<file path="config.mk">
export PLATFORM = sky130hd
export DESIGN_NAME = radix_string_to_integer_top
export DESIGN_NICKNAME = d
export VERILOG_FILES = /design/src/hdl/rsi_pkg.sv /design/src/hdl/rsi_digit_dec.sv /design/src/hdl/rsi_parse_core.sv /design/src/hdl/radix_string_to_integer_top.sv
export SDC_FILE = /design/constraint.sdc
export NUM_CORES = 1
export LEC_CHECK = 0
export BUFFER_PORTS_ARGS = -buffer_cell sky130_fd_sc_hd__buf_2
export CORE_UTILIZATION = 40
export CTS_BUF_LIST = sky130_fd_sc_hd__clkbuf_8
export CTS_CLUSTER_SIZE = 20
export DETAILED_ROUTE_END_ITERATION = 12
export SKIP_CTS_REPAIR_TIMING = 1
export SYNTH_ARGS = -nofsm -noshare
export SYNTH_HDL_FRONTEND = slang
export SYNTH_SLANG_ARGS = --single-unit
export TNS_END_PERCENT = 20
</file>
<file path="constraint.sdc">
create_clock -name clk -period 10 [get_ports clk]
set_input_delay 0.5 -clock clk [delete_from_list [all_inputs] [get_ports clk]]
set_output_delay 0.5 -clock clk [all_outputs]
set_load 0.05 [all_outputs]
</file>
<file path="src/hdl/rsi_pkg.sv">
`timescale 1ns / 1ps
// ----------------------------------------------------------------------------
// rsi_pkg
// Shared widths, character codes and types for the radix string parser.
// ----------------------------------------------------------------------------
package rsi_pkg;

    // Accumulator width and the string length (sign included) at which a string fails
    localparam int VALUE_BITS = 64;
    localparam int MAX_CHARS  = 65;
    localparam int OUT_BITS   = 64;
    localparam int POS_W      = $clog2(MAX_CHARS + 1);
    localparam int PROD_W     = VALUE_BITS + 7;

    // Base limits and character codes
    localparam logic [7:0] RADIX_RESET = 8'd10;
    localparam logic [7:0] RADIX_MIN   = 8'd2;
    localparam logic [7:0] RADIX_MAX   = 8'd36;
    localparam logic [7:0] CH_NUL      = 8'h00;
    localparam logic [7:0] CH_ZERO     = 8'h30;
    localparam logic [7:0] CH_NINE     = 8'h39;
    localparam logic [7:0] CH_UP_A     = 8'h41;
    localparam logic [7:0] CH_UP_Z     = 8'h5A;
    localparam logic [7:0] CH_LO_A     = 8'h61;
    localparam logic [7:0] CH_LO_Z     = 8'h7A;
    localparam logic [7:0] CH_PLUS     = 8'h2B;
    localparam logic [7:0] CH_MINUS    = 8'h2D;
    localparam logic [7:0] LETTER_BASE = 8'd10;

    // Decoded character, carried in the input stage
    typedef struct packed {
        logic       is_nul;
        logic       is_sign;
        logic       is_minus;
        logic       dig_ok;
        logic [5:0] dig_val;
    } char_info_t;

    // One finished string
    typedef struct packed {
        logic signed [OUT_BITS-1:0] value;
        logic                       ok;
    } parse_result_t;

    // True when x survives truncation to the accumulator width
    function automatic logic fits_value(input logic signed [PROD_W-1:0] x);
        logic signed [VALUE_BITS-1:0] t;
        t = x[VALUE_BITS-1:0];
        return (PROD_W'(t) == x);
    endfunction

endpackage

</file>
<file path="src/hdl/rsi_digit_dec.sv">
`timescale 1ns / 1ps
// ----------------------------------------------------------------------------
// rsi_digit_dec
// Classifies one character: terminator, sign, or digit value in the base.
// ----------------------------------------------------------------------------
module rsi_digit_dec
(
    input  logic [7:0]          ch,
    input  logic [7:0]          radix,
    output rsi_pkg::char_info_t info
);

    logic       base_ok;
    logic       is_alnum;
    logic [7:0] raw_val;

    always_comb
    begin
        base_ok = (radix >= rsi_pkg::RADIX_MIN) && (radix <= rsi_pkg::RADIX_MAX);

        // Map 0-9, A-Z and a-z onto digit values
        is_alnum = 1'b1;
        priority if ((ch >= rsi_pkg::CH_ZERO) && (ch <= rsi_pkg::CH_NINE))
        begin
            raw_val = ch - rsi_pkg::CH_ZERO;
        end
        else if ((ch >= rsi_pkg::CH_UP_A) && (ch <= rsi_pkg::CH_UP_Z))
        begin
            raw_val = ch - rsi_pkg::CH_UP_A + rsi_pkg::LETTER_BASE;
        end
        else if ((ch >= rsi_pkg::CH_LO_A) && (ch <= rsi_pkg::CH_LO_Z))
        begin
            raw_val = ch - rsi_pkg::CH_LO_A + rsi_pkg::LETTER_BASE;
        end
        else
        begin
            raw_val  = '0;
            is_alnum = 1'b0;
        end

        info.is_nul   = (ch == rsi_pkg::CH_NUL);
        info.is_sign  = (ch == rsi_pkg::CH_PLUS) || (ch == rsi_pkg::CH_MINUS);
        info.is_minus = (ch == rsi_pkg::CH_MINUS);
        info.dig_ok   = base_ok && is_alnum && (raw_val < radix);
        info.dig_val  = raw_val[5:0];
    end

endmodule

</file>
<file path="src/hdl/rsi_parse_core.sv">
`timescale 1ns / 1ps
// ----------------------------------------------------------------------------
// rsi_parse_core
// Per-string state: accumulator, position, sign and sticky error flag.
// ----------------------------------------------------------------------------
module rsi_parse_core
(
    input  logic                   clk,
    input  logic                   rst_n,
    input  logic                   step,
    input  rsi_pkg::char_info_t    info,
    input  logic [7:0]             radix,
    output rsi_pkg::parse_result_t result
);

    logic signed [rsi_pkg::VALUE_BITS-1:0] acc_reg, acc_next;
    logic [rsi_pkg::POS_W-1:0]             pos_reg, pos_next;
    logic                                  neg_reg, neg_next;
    logic                                  sign_reg, sign_next;
    logic                                  failed_reg, failed_next;

    logic                                  fail_now;
    logic                                  fail_end;
    logic signed [rsi_pkg::PROD_W-1:0]     acc_w;
    logic signed [rsi_pkg::PROD_W-1:0]     rad_w;
    logic signed [rsi_pkg::PROD_W-1:0]     dig_w;
    logic signed [rsi_pkg::PROD_W-1:0]     prod;
    logic signed [rsi_pkg::PROD_W-1:0]     sum;

    // Scale by the base and fold in the digit at full width
    always_comb
    begin
        acc_w = rsi_pkg::PROD_W'(acc_reg);
        rad_w = rsi_pkg::PROD_W'(radix[5:0]);
        dig_w = rsi_pkg::PROD_W'(info.dig_val);
        prod  = acc_w * rad_w;
        sum   = neg_reg ? (prod - dig_w) : (prod + dig_w);
    end

    // Next state and the result for a terminator
    always_comb
    begin
        fail_now = failed_reg || (pos_reg >= rsi_pkg::POS_W'(rsi_pkg::MAX_CHARS));
        fail_end = fail_now || (pos_reg == '0)
                   || (sign_reg && (pos_reg == rsi_pkg::POS_W'(1)));

        result.ok    = !fail_end;
        result.value = fail_end ? '0 : rsi_pkg::OUT_BITS'(acc_reg);

        acc_next    = acc_reg;
        neg_next    = neg_reg;
        sign_next   = sign_reg;
        failed_next = fail_now;
        pos_next    = (pos_reg < rsi_pkg::POS_W'(rsi_pkg::MAX_CHARS))
                      ? pos_reg + rsi_pkg::POS_W'(1) : pos_reg;

        if (info.is_nul)
        begin
            // Clear for the next string
            acc_next    = '0;
            neg_next    = 1'b0;
            sign_next   = 1'b0;
            failed_next = 1'b0;
            pos_next    = '0;
        end
        else if (!fail_now)
        begin
            priority if ((pos_reg == '0) && info.is_sign)
            begin
                sign_next = 1'b1;
                neg_next  = info.is_minus;
            end
            else if (!info.dig_ok)
            begin
                failed_next = 1'b1;
            end
            else if (pos_reg == '0)
            begin
                acc_next = rsi_pkg::VALUE_BITS'(info.dig_val);
            end
            else if (!rsi_pkg::fits_value(prod) || !rsi_pkg::fits_value(sum))
            begin
                failed_next = 1'b1;
            end
            else
            begin
                acc_next = sum[rsi_pkg::VALUE_BITS-1:0];
            end
        end
    end

    // Hold string state between characters
    always_ff @(posedge clk or negedge rst_n)
    begin
        if (!rst_n)
        begin
            acc_reg    <= '0;
            pos_reg    <= '0;
            neg_reg    <= 1'b0;
            sign_reg   <= 1'b0;
            failed_reg <= 1'b0;
        end
        else if (step)
        begin
            acc_reg    <= acc_next;
            pos_reg    <= pos_next;
            neg_reg    <= neg_next;
            sign_reg   <= sign_next;
            failed_reg <= failed_next;
        end
    end

endmodule

</file>
<file path="src/hdl/radix_string_to_integer_top.sv">
`timescale 1ns / 1ps
// ----------------------------------------------------------------------------
// radix_string_to_integer_top
// Parses a NUL-terminated ASCII stream into a signed integer in base 2..36.
// ----------------------------------------------------------------------------
// Throughput: one character per cycle unless a terminator waits for a free result
//   register; the accumulator update is one multiply-add by the base through the
//   input stage and the state registers. A terminator in the input stage loads the
//   result register once the pending result beat, if any, has been taken.
// Reset: radix returns to 10, string state clears, no result pending.
// ----------------------------------------------------------------------------
module radix_string_to_integer_top
(
    input  logic               clk,
    input  logic               rst_n,
    input  logic               cfg_valid,
    output logic               cfg_ready,
    input  logic [7:0]         radix,
    input  logic               ch_valid,
    output logic               ch_ready,
    input  logic [7:0]         ch,
    output logic               out_valid,
    input  logic               out_ready,
    output logic signed [63:0] value,
    output logic               ok
);

    logic [7:0]             radix_reg;
    rsi_pkg::char_info_t    dec_info;
    rsi_pkg::char_info_t    s1_info_reg;
    logic                   s1_valid_reg;
    rsi_pkg::parse_result_t core_result;
    rsi_pkg::parse_result_t res_reg;
    logic                   out_valid_reg;
    logic                   out_free;
    logic                   step;

    // Configuration register, always writable
    assign cfg_ready = 1'b1;

    always_ff @(posedge clk or negedge rst_n)
    begin
        if (!rst_n)
        begin
            radix_reg <= rsi_pkg::RADIX_RESET;
        end
        else if (cfg_valid)
        begin
            radix_reg <= radix;
        end
    end

    // Decode the incoming beat
    rsi_digit_dec u_dec
    (
        .ch    (ch),
        .radix (radix_reg),
        .info  (dec_info)
    );

    // Advance the input stage; only a terminator needs room at the output
    assign out_free = !out_valid_reg || out_ready;
    assign step     = s1_valid_reg && (!s1_info_reg.is_nul || out_free);
    assign ch_ready = !s1_valid_reg || step;

    always_ff @(posedge clk or negedge rst_n)
    begin
        if (!rst_n)
        begin
            s1_valid_reg <= 1'b0;
        end
        else if (ch_ready)
        begin
            s1_valid_reg <= ch_valid;
        end
    end

    always_ff @(posedge clk)
    begin
        if (ch_ready && ch_valid)
        begin
            s1_info_reg <= dec_info;
        end
    end

    rsi_parse_core u_core
    (
        .clk    (clk),
        .rst_n  (rst_n),
        .step   (step),
        .info   (s1_info_reg),
        .radix  (radix_reg),
        .result (core_result)
    );

    // Hold the result beat until taken
    always_ff @(posedge clk or negedge rst_n)
    begin
        if (!rst_n)
        begin
            out_valid_reg <= 1'b0;
        end
        else if (step && s1_info_reg.is_nul)
        begin
            out_valid_reg <= 1'b1;
        end
        else if (out_ready)
        begin
            out_valid_reg <= 1'b0;
        end
    end

    always_ff @(posedge clk)
    begin
        if (step && s1_info_reg.is_nul)
        begin
            res_reg <= core_result;
        end
    end

    assign out_valid = out_valid_reg;
    assign value     = res_reg.value;
    assign ok        = res_reg.ok;

endmodule

</file>
Word level (Yosys, flattened, before mapping)

Cells that the tools add are included.

Output and inout bits: 68
Input port bits: 21
Word-level logic and storage cells: 106
Register bits after elaboration: 159

Multiplexer cells: 29
Reduce and logical (&&, ||, !) cells: 34
$add $sub $neg: 8
Multiply operators: 1
$lt $le $gt $ge: 11
Eq/ne operators: 8

Operators by type and width:

| operator                                                              | number |
|---|---|
| 64-bit two-way mux                                                    | 6 |
| 71-bit by 7-bit adder with 71-bit output                              | 1 |
| 64-bit by 7-bit multiplier with 71-bit output                         | 1 |
| 71-bit two-way mux                                                    | 1 |
| 71-bit by 7-bit subtractor with 71-bit output                         | 1 |
| 8-bit two-way mux                                                     | 3 |
| 1-bit two-way mux                                                     | 17 |
| 8-bit by 4-bit adder with 8-bit output, second input constant         | 2 |
| 8-bit by 6-bit equality test with 1-bit output, second input constant | 2 |
| 8-bit by 7-bit >= comparator with 1-bit output, second input constant | 2 |
| 8-bit by 6-bit <= comparator with 1-bit output, second input constant | 2 |
| 8-bit by 7-bit <= comparator with 1-bit output, second input constant | 2 |
| 8-bit by 7-bit subtractor with 8-bit output, second input constant    | 2 |
| 1-bit by 7-bit equality test with 1-bit output                        | 2 |
| 7-bit two-way mux                                                     | 2 |
| 1-bit logical AND                                                     | 11 |
| 8-bit by 2-bit >= comparator with 1-bit output, second input constant | 1 |
| 8-bit by 6-bit >= comparator with 1-bit output, second input constant | 1 |
| 8-bit zero test                                                       | 1 |
| 1-bit logical OR                                                      | 8 |
| 8-bit < comparator                                                    | 1 |
| 2-bit nonzero test                                                    | 4 |
| 8-bit by 6-bit subtractor with 8-bit output, second input constant    | 1 |
| 7-bit by 1-bit adder with 7-bit output, second input constant         | 1 |
| 10 further kinds                                                      | 16 |

Longest topological paths before layout

Gate-level depths: netlist (run 1).

Word-level depth: 12
Gate-level depth with buffers: 41
Mapped depth without buffers: 35

Modules after synthesis

From an unflattened synthesis (run 1), not the netlist that was laid out.

Cells, all modules: 2869
Area total of the unflattened synthesis: 25249.2 um^2

By module, submodules not included:

| module                      | instances | cells an instance | area an instance (um^2) |
|---|---|---|---|
| rsi_parse_core              | 1         | 2653              | 21757.1 |
| radix_string_to_integer_top | 1         | 104               | 2696.3 |
| rsi_digit_dec               | 1         | 112               | 795.8 |

Worst setup path before layout (run 1)

No wires, ideal clock.

Path kind: register to register
Start point: reg radix_reg[1]
End point: reg u_core.acc_reg[4] in the netlist's numbering
Arrival: 8581 ps
Setup time: 126 ps
Stages on the path, launching flop included: 37
Slack: 1293 ps
Required time: 9874 ps
Period minus slack after synthesis: 8707 ps
Cells stage by stage: dfstp_2 > clkbuf_1 > clkbuf_1 > and2_1 > fa_1 > fa_1 > fa_1 > inv_1 > fa_1 > inv_1 > ha_1 > buf_2 > a21oi_1 > o21a_1 > o22ai_1 > a211oi_1 > a31o_2 > o21ai_0 > a21o_1 > a21o_1 > a21oi_1 > xnor2_1 > ha_1 > nand2_1 > or3_1 > or3_1 > nor3_1 > o21ai_0 > nand3_1 > o21ba_2 > xnor2_1 > or4_1 > mux2i_1 > a31oi_1 > buf_6 > buf_6 > a311o_1

Cells in the longest elaborated chain, start to end: 9
Elaborated cells between the ends (all ways): 17

RTL lines:

| element                                                                          | RTL line                          | source |
|---|---|---|
| from (decl)                                                                      | radix_string_to_integer_top.sv:28 | `logic [7:0] radix_reg;` |
| from (signal assigned)                                                           | radix_string_to_integer_top.sv:45 | `radix_reg <= rsi_pkg::RADIX_RESET;` |
| from (signal assigned)                                                           | radix_string_to_integer_top.sv:49 | `radix_reg <= radix;` |
| 64-bit by 7-bit multiplier with 71-bit output *                                  | rsi_parse_core.sv:36              | `prod = acc_w * rad_w;` |
| branches (longest 8 deep; another with 71-bit by 7-bit adder with 71-bit output) | -                                 |  |
| to (signal assigned)                                                             | rsi_parse_core.sv:105             | `acc_reg <= acc_next;` |
| to (decl)                                                                        | rsi_parse_core.sv:16              | `logic signed [rsi_pkg::VALUE_BITS-1:0] acc_reg, acc_next;` |

Mark *: on every way between the ends. The select of a mux whose other input is x is not followed.
A chain may end at the register's enable or synchronous reset.

Final worst setup path (run 1)

Start point: reg radix_reg[3]
End point: reg u_core.acc_reg[30] in the netlist's numbering

The elaborated chain is that of the path after synthesis.

==> flow_summary.yaml, run 1 <==
outcome:
  run_status: "completed"
clock_network:
  cts_buffer_depth: 2
  cts_tree: "yes"
  clock_sinks: 159
  cts_made_buffers: 17
  clkTransAtPathRegs_ns: 0.12
  root_buffer: "clkbuf_8"
  clk-insertion-delay-late_ns: 0.63
  h-tree-depth: 4
run:
  drv_cap: 0
finish:
  nets: 3529
  stdcell_area_sq_um: 27260
  final_core_util: 0.4385
  area_growth_pct: 7.552
  final_common_cell: "and2_1"
  drive_gt1_frac: 0.07697
  n_fill_cell: 6319
  layout_common_cells: "and2_1 (398), inv_1 (337), nand2_1 (264)"
  register_area_sq_um: 4372
  multi_input_comb_area_sq_um: 19310
sta:
  fin_tns_setup_ns: 0
  setup_viol: 0
  drv_slew: 0
  period_minus_slack_ns: 9.585
  hold_slack_ns: 0.08821
  relSlewSlack: 0.4440
  hold_viol: 0
  finalClockSkew_ns: 0.03016
  fmax_ghz: 0.1043
  tightest_slew_ns: 0.8341
  period_share: 0.9585
yosys:
  ys_seq_elements: 159
  syn_inst: 2999
  syn_area_sq_um: 25350
  synth_warnings: 0
  syn_nets: 3514
  synth_edf_count: 75
  async_flop_share: 0.5283
  yosysSeqAreaShare: 0.1719
  netlist-cell-type-count: 86
  synth_top_flop_cell: "dfrtp_1"
  syn_avg_cell_area_sq_um: 8.452
setup_path:
  crit_fanout: 58
  crit_required_ns: 10.51
  worstSetupEndpointType: "register"
  critical-path-slowest-cell: "dfstp_4"
  path_class: "register to register"
  startpoint_type: "register"
  path_buf_inv: 7
  cpPeakStageDelay_ns: 0.58
  crit_arrival_ns: 10.10
  critPathTopFamily: "compound AO/OA/AOI/OAI gates"
placement:
  place_area_sq_um: 26620
  dp_hpwl_mm: 59.06
  place.gp.congestion: 0.9436
  portBuffers: 87
global_routing:
  use_met2: 0.3894
  grt_antenna_before_repair: 2
  grt_max_degree: 66
  grt_usage: 0.2407
  grtUsageMet3: 0.03933
  grt-ovfl-total: 0
  grt_pass1_vias: 21480
  grt-busiest-layer: "met2"
  grt_pass1_wl_mm: 119.9
  met1_usage: 0.3270
drt:
  drtPass1Iterations: 5
  routed_wl_mm: 75.26
  ant_nets: 0
  drc: 0
  post_drt_wl_per_cell_microns: 19.47
  vias: 21250
  first_iter_violations: 1222
  via_per_inst: 5.497
die:
  die_w_microns: 253.7
  io_pins: 89
  start_util: 0.4077
  die_area_sq_um: 64380
  fp.coreArea_sq_um: 62170
  die_height_microns: 253.7
  fp-row-count: 91
pwr:
  leakage_nw: 13.30
  worst_ir_drop_vdd_v: 0.0001195
  powerDensity_nw_per_um2: 151.6
min_path:
  hold_class: "input pin to register"
-- stage by stage --
stage	setup slack (ns)	total power, mW	cells
floorplan	1.293	2.811	2999
global placement	0.1450	3.551	3827
detailed placement	-0.07092	3.561	3827
CTS	-0.1678	4.126	3859
global route	-0.04524	4.486	3866
finish	0.4152	4.133	3866
-- cells by family after synthesis --
logic type,Yosys count,synth area share
simple gates,1077,0.2228
compound gates,643,0.1589
fa+ha+maj,494,0.3209
buf+inv,475,0.07286
flops,159,0.1719
xor+xnor,142,0.04936
mux,8,0.003159
other cells,1,0.0001479
-- worst min-delay path: cells and delay by family --
family	cells	cell delay (ns)
buffers and inverters	1	0.07
AOI/OAI and AO/OA	1	0.06
and+or+nand+nor	1	0.04
-- report_power, final --
group	switching, mW	internal (mW)	total (mW)
Clock	0.350	0.190	0.540
Sequential	0.108	0.740	0.848
Combinational	1.77	0.974	2.75
-- cell usage after synthesis (6+ instances only) --
master	n	share of area
clkbuf_1	97	0.014
o211ai_1	13	0.0039
and2_1	398	0.098
a21o_1	57	0.017
o21bai_1	20	0.0059
mux2i_1	8	0.0032
a21oi_1	203	0.040
fa_1	260	0.21
nor3_1	39	0.0077
edfxtp_1	75	0.089
dfrtp_1	82	0.081
xor2_1	59	0.020
nor2b_1	8	0.0020
ha_1	234	0.12
o21ai_1	9	0.0018
nand2b_1	16	0.0039
and4_1	6	0.0021
nand2_1	265	0.039
nor2_1	134	0.020
inv_1	337	0.050
or3_1	11	0.0027
a31o_2	9	0.0031
o22ai_1	6	0.0015
o21ai_0	153	0.030
o31ai_1	51	0.015
o21a_1	16	0.0047
a211oi_1	13	0.0039
a21boi_0	10	0.0030
a31oi_1	21	0.0052
nand4_1	56	0.014
or4_1	8	0.0024
xnor2_1	82	0.028
nand3_1	100	0.020
buf_2	33	0.0065
and3_1	10	0.0025
-- final timing paths --
check	startpoint	end	slack, ns	cells after the start
max in group asynchronous	rst_n	radix_reg[2]	8.38	3
max reg2reg	radix_reg[3]	u_core.acc_reg[30]	0.42	37
max	radix_reg[3]	u_core.acc_reg[30]	0.42	37
min reg2reg	u_core.sign_reg	u_core.sign_reg	0.55	2
min	radix[7]	radix_reg[7]	0.09	3
min in group asynchronous	rst_n	u_core.acc_reg[58]	0.42	2
-- metal layers --
metal  share of wire  up-vias  wire [microns]
met1            0.47    10570           35000
met2            0.46      449           34940
li1                -    10150               -
met4           0.027        0            2067
met5               0        -               0
met3           0.043       88            3251
-- layout make-up --
type | count | area share
clock buffers | 17 | 0.008583
flip-flops and latches | 159 | 0.1604
repair buffers | 133 | 0.03153
inverters | 338 | 0.04659
well taps | 837 | 0.03842
multi-input cells | 2365 | 0.7082
diodes | 2 | 0.0001836
clock inverters | 15 | 0.006104
(Power assumes the default switching activity.)
==> inputs of run 2 (changes only) <==
--- a/config.mk
+++ b/config.mk
@@ -6,6 +6,7 @@
 export NUM_CORES = 1
 export LEC_CHECK = 0
 export BUFFER_PORTS_ARGS = -buffer_cell sky130_fd_sc_hd__buf_2
+export CORE_MARGIN = 8
 export CORE_UTILIZATION = 40
 export CTS_BUF_LIST = sky130_fd_sc_hd__clkbuf_8
 export CTS_CLUSTER_SIZE = 20
@@ -13,5 +14,6 @@
 export SKIP_CTS_REPAIR_TIMING = 1
 export SYNTH_ARGS = -nofsm -noshare
 export SYNTH_HDL_FRONTEND = slang
+export SYNTH_HIERARCHICAL = 1
 export SYNTH_SLANG_ARGS = --single-unit
 export TNS_END_PERCENT = 20
==> flow_summary.yaml, run 2 <==
placement:
  dp_hpwl_mm: 65.82
  dp.cells: 3826
  portBuffers: 87
  place.gp.congestion: 0.9859
  pre_cts_slack_ns: -0.2474
die:
  start_util: 0.4025
  die_height_microns: 267.2
  die_w_microns: 267.2
  die_area_sq_um: 71420
  fp-row-count: 92
  fp.coreArea_sq_um: 62740
  io_pins: 89
sta:
  drv_slew: 0
  finalWorstSetupSlack_ns: 0.3185
  period_minus_slack_ns: 9.681
  period_share: 0.9681
  tightest_slew_ns: 1.098
  setup_viol: 0
  fmax_ghz: 0.1033
  hold_viol: 0
  finalClockSkew_ns: 0.03462
  relSlewSlack: 0.2603
drt:
  ant_nets: 0
  drc: 0
  routed_wl_mm: 82.48
  post_drt_wl_per_cell_microns: 21.28
  first_iter_violations: 1392
  vias: 21410
  drtPass1Iterations: 5
  via_per_inst: 5.523
setup_path:
  cpPeakStageDelay_ns: 0.72
  critical-path-slowest-cell: "dfstp_4"
  path_class: "register to register"
  startpoint_type: "register"
  crit_required_ns: 10.49
  crit_fanout: 31
  crit_arrival_ns: 10.17
  worstSetupEndpointType: "register"
finish:
  final_common_cell: "and2_1"
  drive_gt1_frac: 0.1269
  stdcell_count: 3876
  layout_common_cells: "and2_1 (397), inv_1 (330), fa_1 (260)"
  nets: 3528
  area_growth_pct: 11.63
  final_core_util: 0.4493
clock_network:
  root_buffer: "clkbuf_8"
  clk-insertion-delay-late_ns: 0.59
  cts_tree: "yes"
  clock_sinks: 159
  clkTransAtPathRegs_ns: 0.11
  h-tree-depth: 4
  cts_made_buffers: 17
  cts_buffer_depth: 2
yosys:
  synth_top_flop_cell: "dfrtp_1"
  netlist-cell-type-count: 90
  synth_edf_count: 75
  ys_seq_elements: 159
  syn_avg_cell_area_sq_um: 8.801
  synthTopCellsByArea: "fa_1 (21%), ha_1 (12%), and2_1 (9.9%)"
  syn_inst: 2869
  synth_warnings: 6
  syn_area_sq_um: 25250
  yosysSeqAreaShare: 0.1725
  syn_nets: 3383
  synth_most_common_cell: "and2_1"
  ys_top_cells_by_count: "and2_1 (398), inv_1 (330), fa_1 (260)"
  synthDominantCellAreaShare: 0.2061
  async_flop_share: 0.5283
  synth_top_area_cell: "fa_1"
outcome:
  run_status: "completed"
global_routing:
  grt_max_degree: 66
  grt_antenna_before_repair: 2
  grt_pass1_vias: 22190
  grt_pass1_wl_mm: 128.7
  grt_usage: 0.2308
  grt-ovfl-total: 0
pwr:
  leakage_nw: 13.91
  worst_ir_drop_vdd_v: 0.0001117
  powerDensity_nw_per_um2: 103.4
min_path:
  hold_class: "input pin to register"
run:
  drv_cap: 0
-- run 2: per-stage QoR --
stage | hold slack (ns) | power [mW] | setup TNS [ns] | instance area, sq um
5_1_grt | 0.1082 | 3.097 | -0.4782 | 28180
3_3_place_gp | 0.4614 | 2.311 | -8.979 | 27360
4_1_cts | -0.2224 | 2.894 | -16.03 | 27770
2_1_floorplan | 0.2044 | 1.797 | 0 | 25250
3_5_place_dp | 0.4620 | 2.320 | -12.51 | 27360
6_report | 0.1267 | 2.913 | 0 | 28180
-- run 2: area by class of cell --
class                   instances  area [sq um]
multi-input cells            2257         19320
clock buffers                  18         247.7
well taps                     846          1059
inverters                     330          1239
fillers                      6218         34550
diodes                          3         7.507
clock inverters                14         168.9
repair buffers                249          1772
flip-flops and latches        159          4369
-- run 2: worst paths after layout --
check	end	slack, ns	cells past startpoint	startpoint
setup / recovery	u_core/acc_reg[32]	0.32	38	radix_reg[1]
hold / removal	s1_valid_reg	0.13	2	ch_valid
setup reg to reg	u_core/acc_reg[32]	0.32	38	radix_reg[1]
hold reg to reg	radix_reg[7]	0.56	1	radix_reg[7]
max in group asynchronous	u_core/acc_reg[32]	8.37	3	rst_n
min in group asynchronous	u_core/pos_reg[0]	0.39	2	rst_n
-- run 2: routing by layer --
| layer | vias up | track usage | wire (microns) |
|---|---|---|---|
| met5 | - | 0 | 21 |
| met1 | 10680 | 0.3076 | 36490 |
| met4 | 4 | 0.07117 | 2578 |
| met2 | 606 | 0.3862 | 39170 |
| li1 | 9994 | - | - |
| met3 | 125 | 0.03213 | 4224 |
-- run 2: report_power, final --
| group | switching (mW) | internal, mW |
|---|---|---|
| Sequential | 0.0596 | 0.720 |
| Combinational | 1.01 | 0.568 |
| Clock | 0.314 | 0.238 |
-- run 2: cells by family (layout without fill, tap and decap cells) --
kind of cell             after synthesis  after routing  share of synthesized area
AND/OR/NAND/NOR                      981            981                     0.2098
buffers and inverters                453            611                    0.07161
AO/OA/AOI/OAI                        626            626                     0.1680
XOR/XNOR                             143            143                    0.04960
multiplexers                          13             13                   0.006740
adder cells (fa/ha/maj)              493            493                     0.3216
flip-flops                           159            159                     0.1725
other                                  1              4                  0.0001485
-- run 2: critical path, delay by kind of cell (launching register included) --
| family | cells | cell delay (ns) |
|---|---|---|
| AND/OR/NAND/NOR | 7 | 1.52 |
| AO/OA/AOI/OAI | 15 | 3.27 |
| buffers and inverters | 8 | 1.10 |
| XOR/XNOR | 2 | 0.28 |
| flip-flops | 1 | 0.72 |
| adder cells (fa/ha/maj) | 6 | 2.61 |
==> inputs of run 3 (changes only) <==
--- a/config.mk
+++ b/config.mk
@@ -5,6 +5,7 @@
 export SDC_FILE = /design/constraint.sdc
 export NUM_CORES = 1
 export LEC_CHECK = 0
+export ABC_AREA = 1
 export BUFFER_PORTS_ARGS = -buffer_cell sky130_fd_sc_hd__buf_2
 export CORE_MARGIN = 8
 export CORE_UTILIZATION = 40
==> constraint.sdc (replaced) <==
create_clock -name clk -period 10 [get_ports clk]
set_input_delay 2 -clock clk [delete_from_list [all_inputs] [get_ports clk]]
set_output_delay 2 -clock clk [all_outputs]
set_load 0.05 [all_outputs]
==> flow_summary.yaml, run 3 <==
drt:
  drc: 0
  first_iter_violations: 2064
  routed_wl_mm: 87.87
  drtPass1Iterations: 6
  post_drt_wl_per_cell_microns: 17.24
  vias: 25320
  via_per_inst: 4.969
  ant_nets: 0
global_routing:
  grt_pass1_vias: 25700
  grt-ovfl-total: 0
  grt_pass1_wl_mm: 141.7
  grt_antenna_before_repair: 2
  grt_max_degree: 70
  grt_usage: 0.2270
die:
  die_area_sq_um: 78460
  die_height_microns: 280.1
  fp.coreArea_sq_um: 69540
  io_pins: 89
  die_w_microns: 280.1
  fp-row-count: 97
  start_util: 0.4012
finish:
  layout_common_cells: "nand2_1 (1,075), inv_1 (969), nor2_1 (416)"
  final_common_cell: "nand2_1"
  final_core_util: 0.4227
  nets: 4656
  multi_input_comb_area_sq_um: 19140
  drive_gt1_frac: 0.04910
  area_growth_pct: 5.354
  register_area_sq_um: 4362
  n_fill_cell: 7425
sta:
  relSlewSlack: 0.08683
  rsz0062_at_grt: "false"
  drv_slew: 0
  setup_viol: 0
  finalClockSkew_ns: 0.02117
  fin_tns_setup_ns: 0
  hold_viol: 0
  period_share: 0.9104
  tightest_slew_ns: 1.362
  period_minus_slack_ns: 9.104
  fmax_ghz: 0.1098
clock_network:
  h-tree-depth: 4
  cts_tree: "yes"
  clk-insertion-delay-late_ns: 0.57
  root_buffer: "clkbuf_8"
  cts_made_buffers: 17
  clock_sinks: 159
  clkTransAtPathRegs_ns: 0.10
  cts_buffer_depth: 2
min_path:
  hold_class: "register to register"
  hp-start: "u_core/failed_reg"
pwr:
  leakage_nw: 17.30
  worst_ir_drop_vdd_v: 0.0001344
  powerDensity_nw_per_um2: 306.3
yosys:
  syn_nets: 4678
  ys_seq_elements: 159
  synthTopCellsByArea: "fa_1 (19%), nand2_1 (14%), inv_1 (13%)"
  synth_top_area_cell: "fa_1"
  netlist-cell-type-count: 56
  syn_area_sq_um: 27900
  syn_avg_cell_area_sq_um: 6.701
  synth_top_flop_cell: "dfrtp_1"
  async_flop_share: 0.5283
  synthDominantCellAreaShare: 0.1865
  synth_edf_count: 75
  syn_inst: 4164
  synth_warnings: 6
  synth_most_common_cell: "nand2_1"
  yosysSeqAreaShare: 0.1561
  ys_top_cells_by_count: "nand2_1 (1,075), inv_1 (971), nor2_1 (416)"
setup_path:
  reg2reg_from: "radix_reg[3]"
  cp_common_cell: "nand2_1"
  cpPeakStageDelay_ns: 0.97
  crit_required_ns: 10.51
  path_class: "register to register"
  startpoint_type: "register"
  crit_arrival_ns: 9.61
  cp-startpoint: "radix_reg[3]"
  worstSetupEndpointType: "register"
  crit_fanout: 34
  critical-path-slowest-cell: "dfstp_2"
outcome:
  run_status: "completed"
placement:
  dp_hpwl_mm: 71.70
  portBuffers: 87
  place.gp.congestion: 1.004
run:
  drv_cap: 0
==> run 3: cell types whose count changed after synthesis, moves of 38 or more <==
cell       previous run  this run
a21oi_1             189       257
and2_1              398         3
buf_2                 2        69
clkbuf_1            106        48
inv_1               330       971
nand2_1             224      1075
nand3_1              36        90
nand4_1              46        84
nor2_1              117       416
o2bb2ai_1            42         0
xnor2_1              89        51
==> run 3: critical path, delay by kind of cell (launching register included) <==
kind                       cells  cell delay [ns]
DFF                            1             0.97
AOI/OAI and AO/OA             11             2.46
xor gates and xnor gates       1             0.14
adders and majority gates      6             2.68
and+or+nand+nor               13             1.37
buffers and inverters          9             1.31
==> run 3: routing by layer <==
layer	GRT usage	routed length (microns)	up-vias
li1	-	-	12600
met1	0.3179	41840	12010
met2	0.3725	40050	645
met3	0.02544	4446	69
met4	0.05493	1527	0
met5	0	0	-
==> run 3: path summary, 6_finish.rpt <==
check / end / slack (ns) / cells after the start
max: u_core/acc_reg[34] / 0.90 / 40
min: u_core/failed_reg / 0.50 / 2
max reg2reg: u_core/acc_reg[34] / 0.90 / 40
min reg2reg: u_core/failed_reg / 0.50 / 2
max in group asynchronous: u_core/acc_reg[21] / 7.44 / 2
min in group asynchronous: radix_reg[7] / 1.46 / 1
==> run 3: area by class of cell <==
class                   count  area share
diodes                      1  0.00008513
clock buffers              20    0.009364
clock inverters            12    0.003746
inverters                 979      0.1251
multi-input cells        2874      0.6511
flip-flops and latches    159      0.1484
well taps                 940     0.04001
repair buffers            111     0.02230
==> run 3: metrics by stage <==
step                      instance area, sq um  instances  hold WS [ns]  power (mW)  worst slack [ns]
after CTS                                29390       5095        0.5045       8.971            0.9623
final                                    29400       5096        0.5009       9.005            0.8960
after detailed placement                 29010       5063        0.4806       8.369             1.040
after floorplan                          27900       4164        0.4505       6.366             2.650
after global routing                     29400       5096        0.5325       9.958            0.2197
after global placement                   29010       5063        0.4718       8.396             1.062
==> run 3: report_power, final <==
group	leakage [nW]	switching, mW	internal (mW)	total, mW
logic	15.3	4.94	2.45	7.39
registers	1.81	0.272	0.814	1.09
clock network	0.188	0.311	0.217	0.528
total	17.3	5.52	3.48	9.01
==> run 3: cell families (layout without fill, tap and decap cells) <==
kind of cell / Yosys count / in the layout / synth area share
and+or+nand+nor: 1746 / 1746 / 0.2545
DFF: 159 / 159 / 0.1561
adders and majority gates: 493 / 493 / 0.2910
other: 1 / 2 / 0.0001344
xor gates and xnor gates: 111 / 111 / 0.03484
AOI/OAI and AO/OA: 522 / 522 / 0.1035
buffers and inverters: 1131 / 1122 / 0.1595
muxes: 1 / 1 / 0.0004036
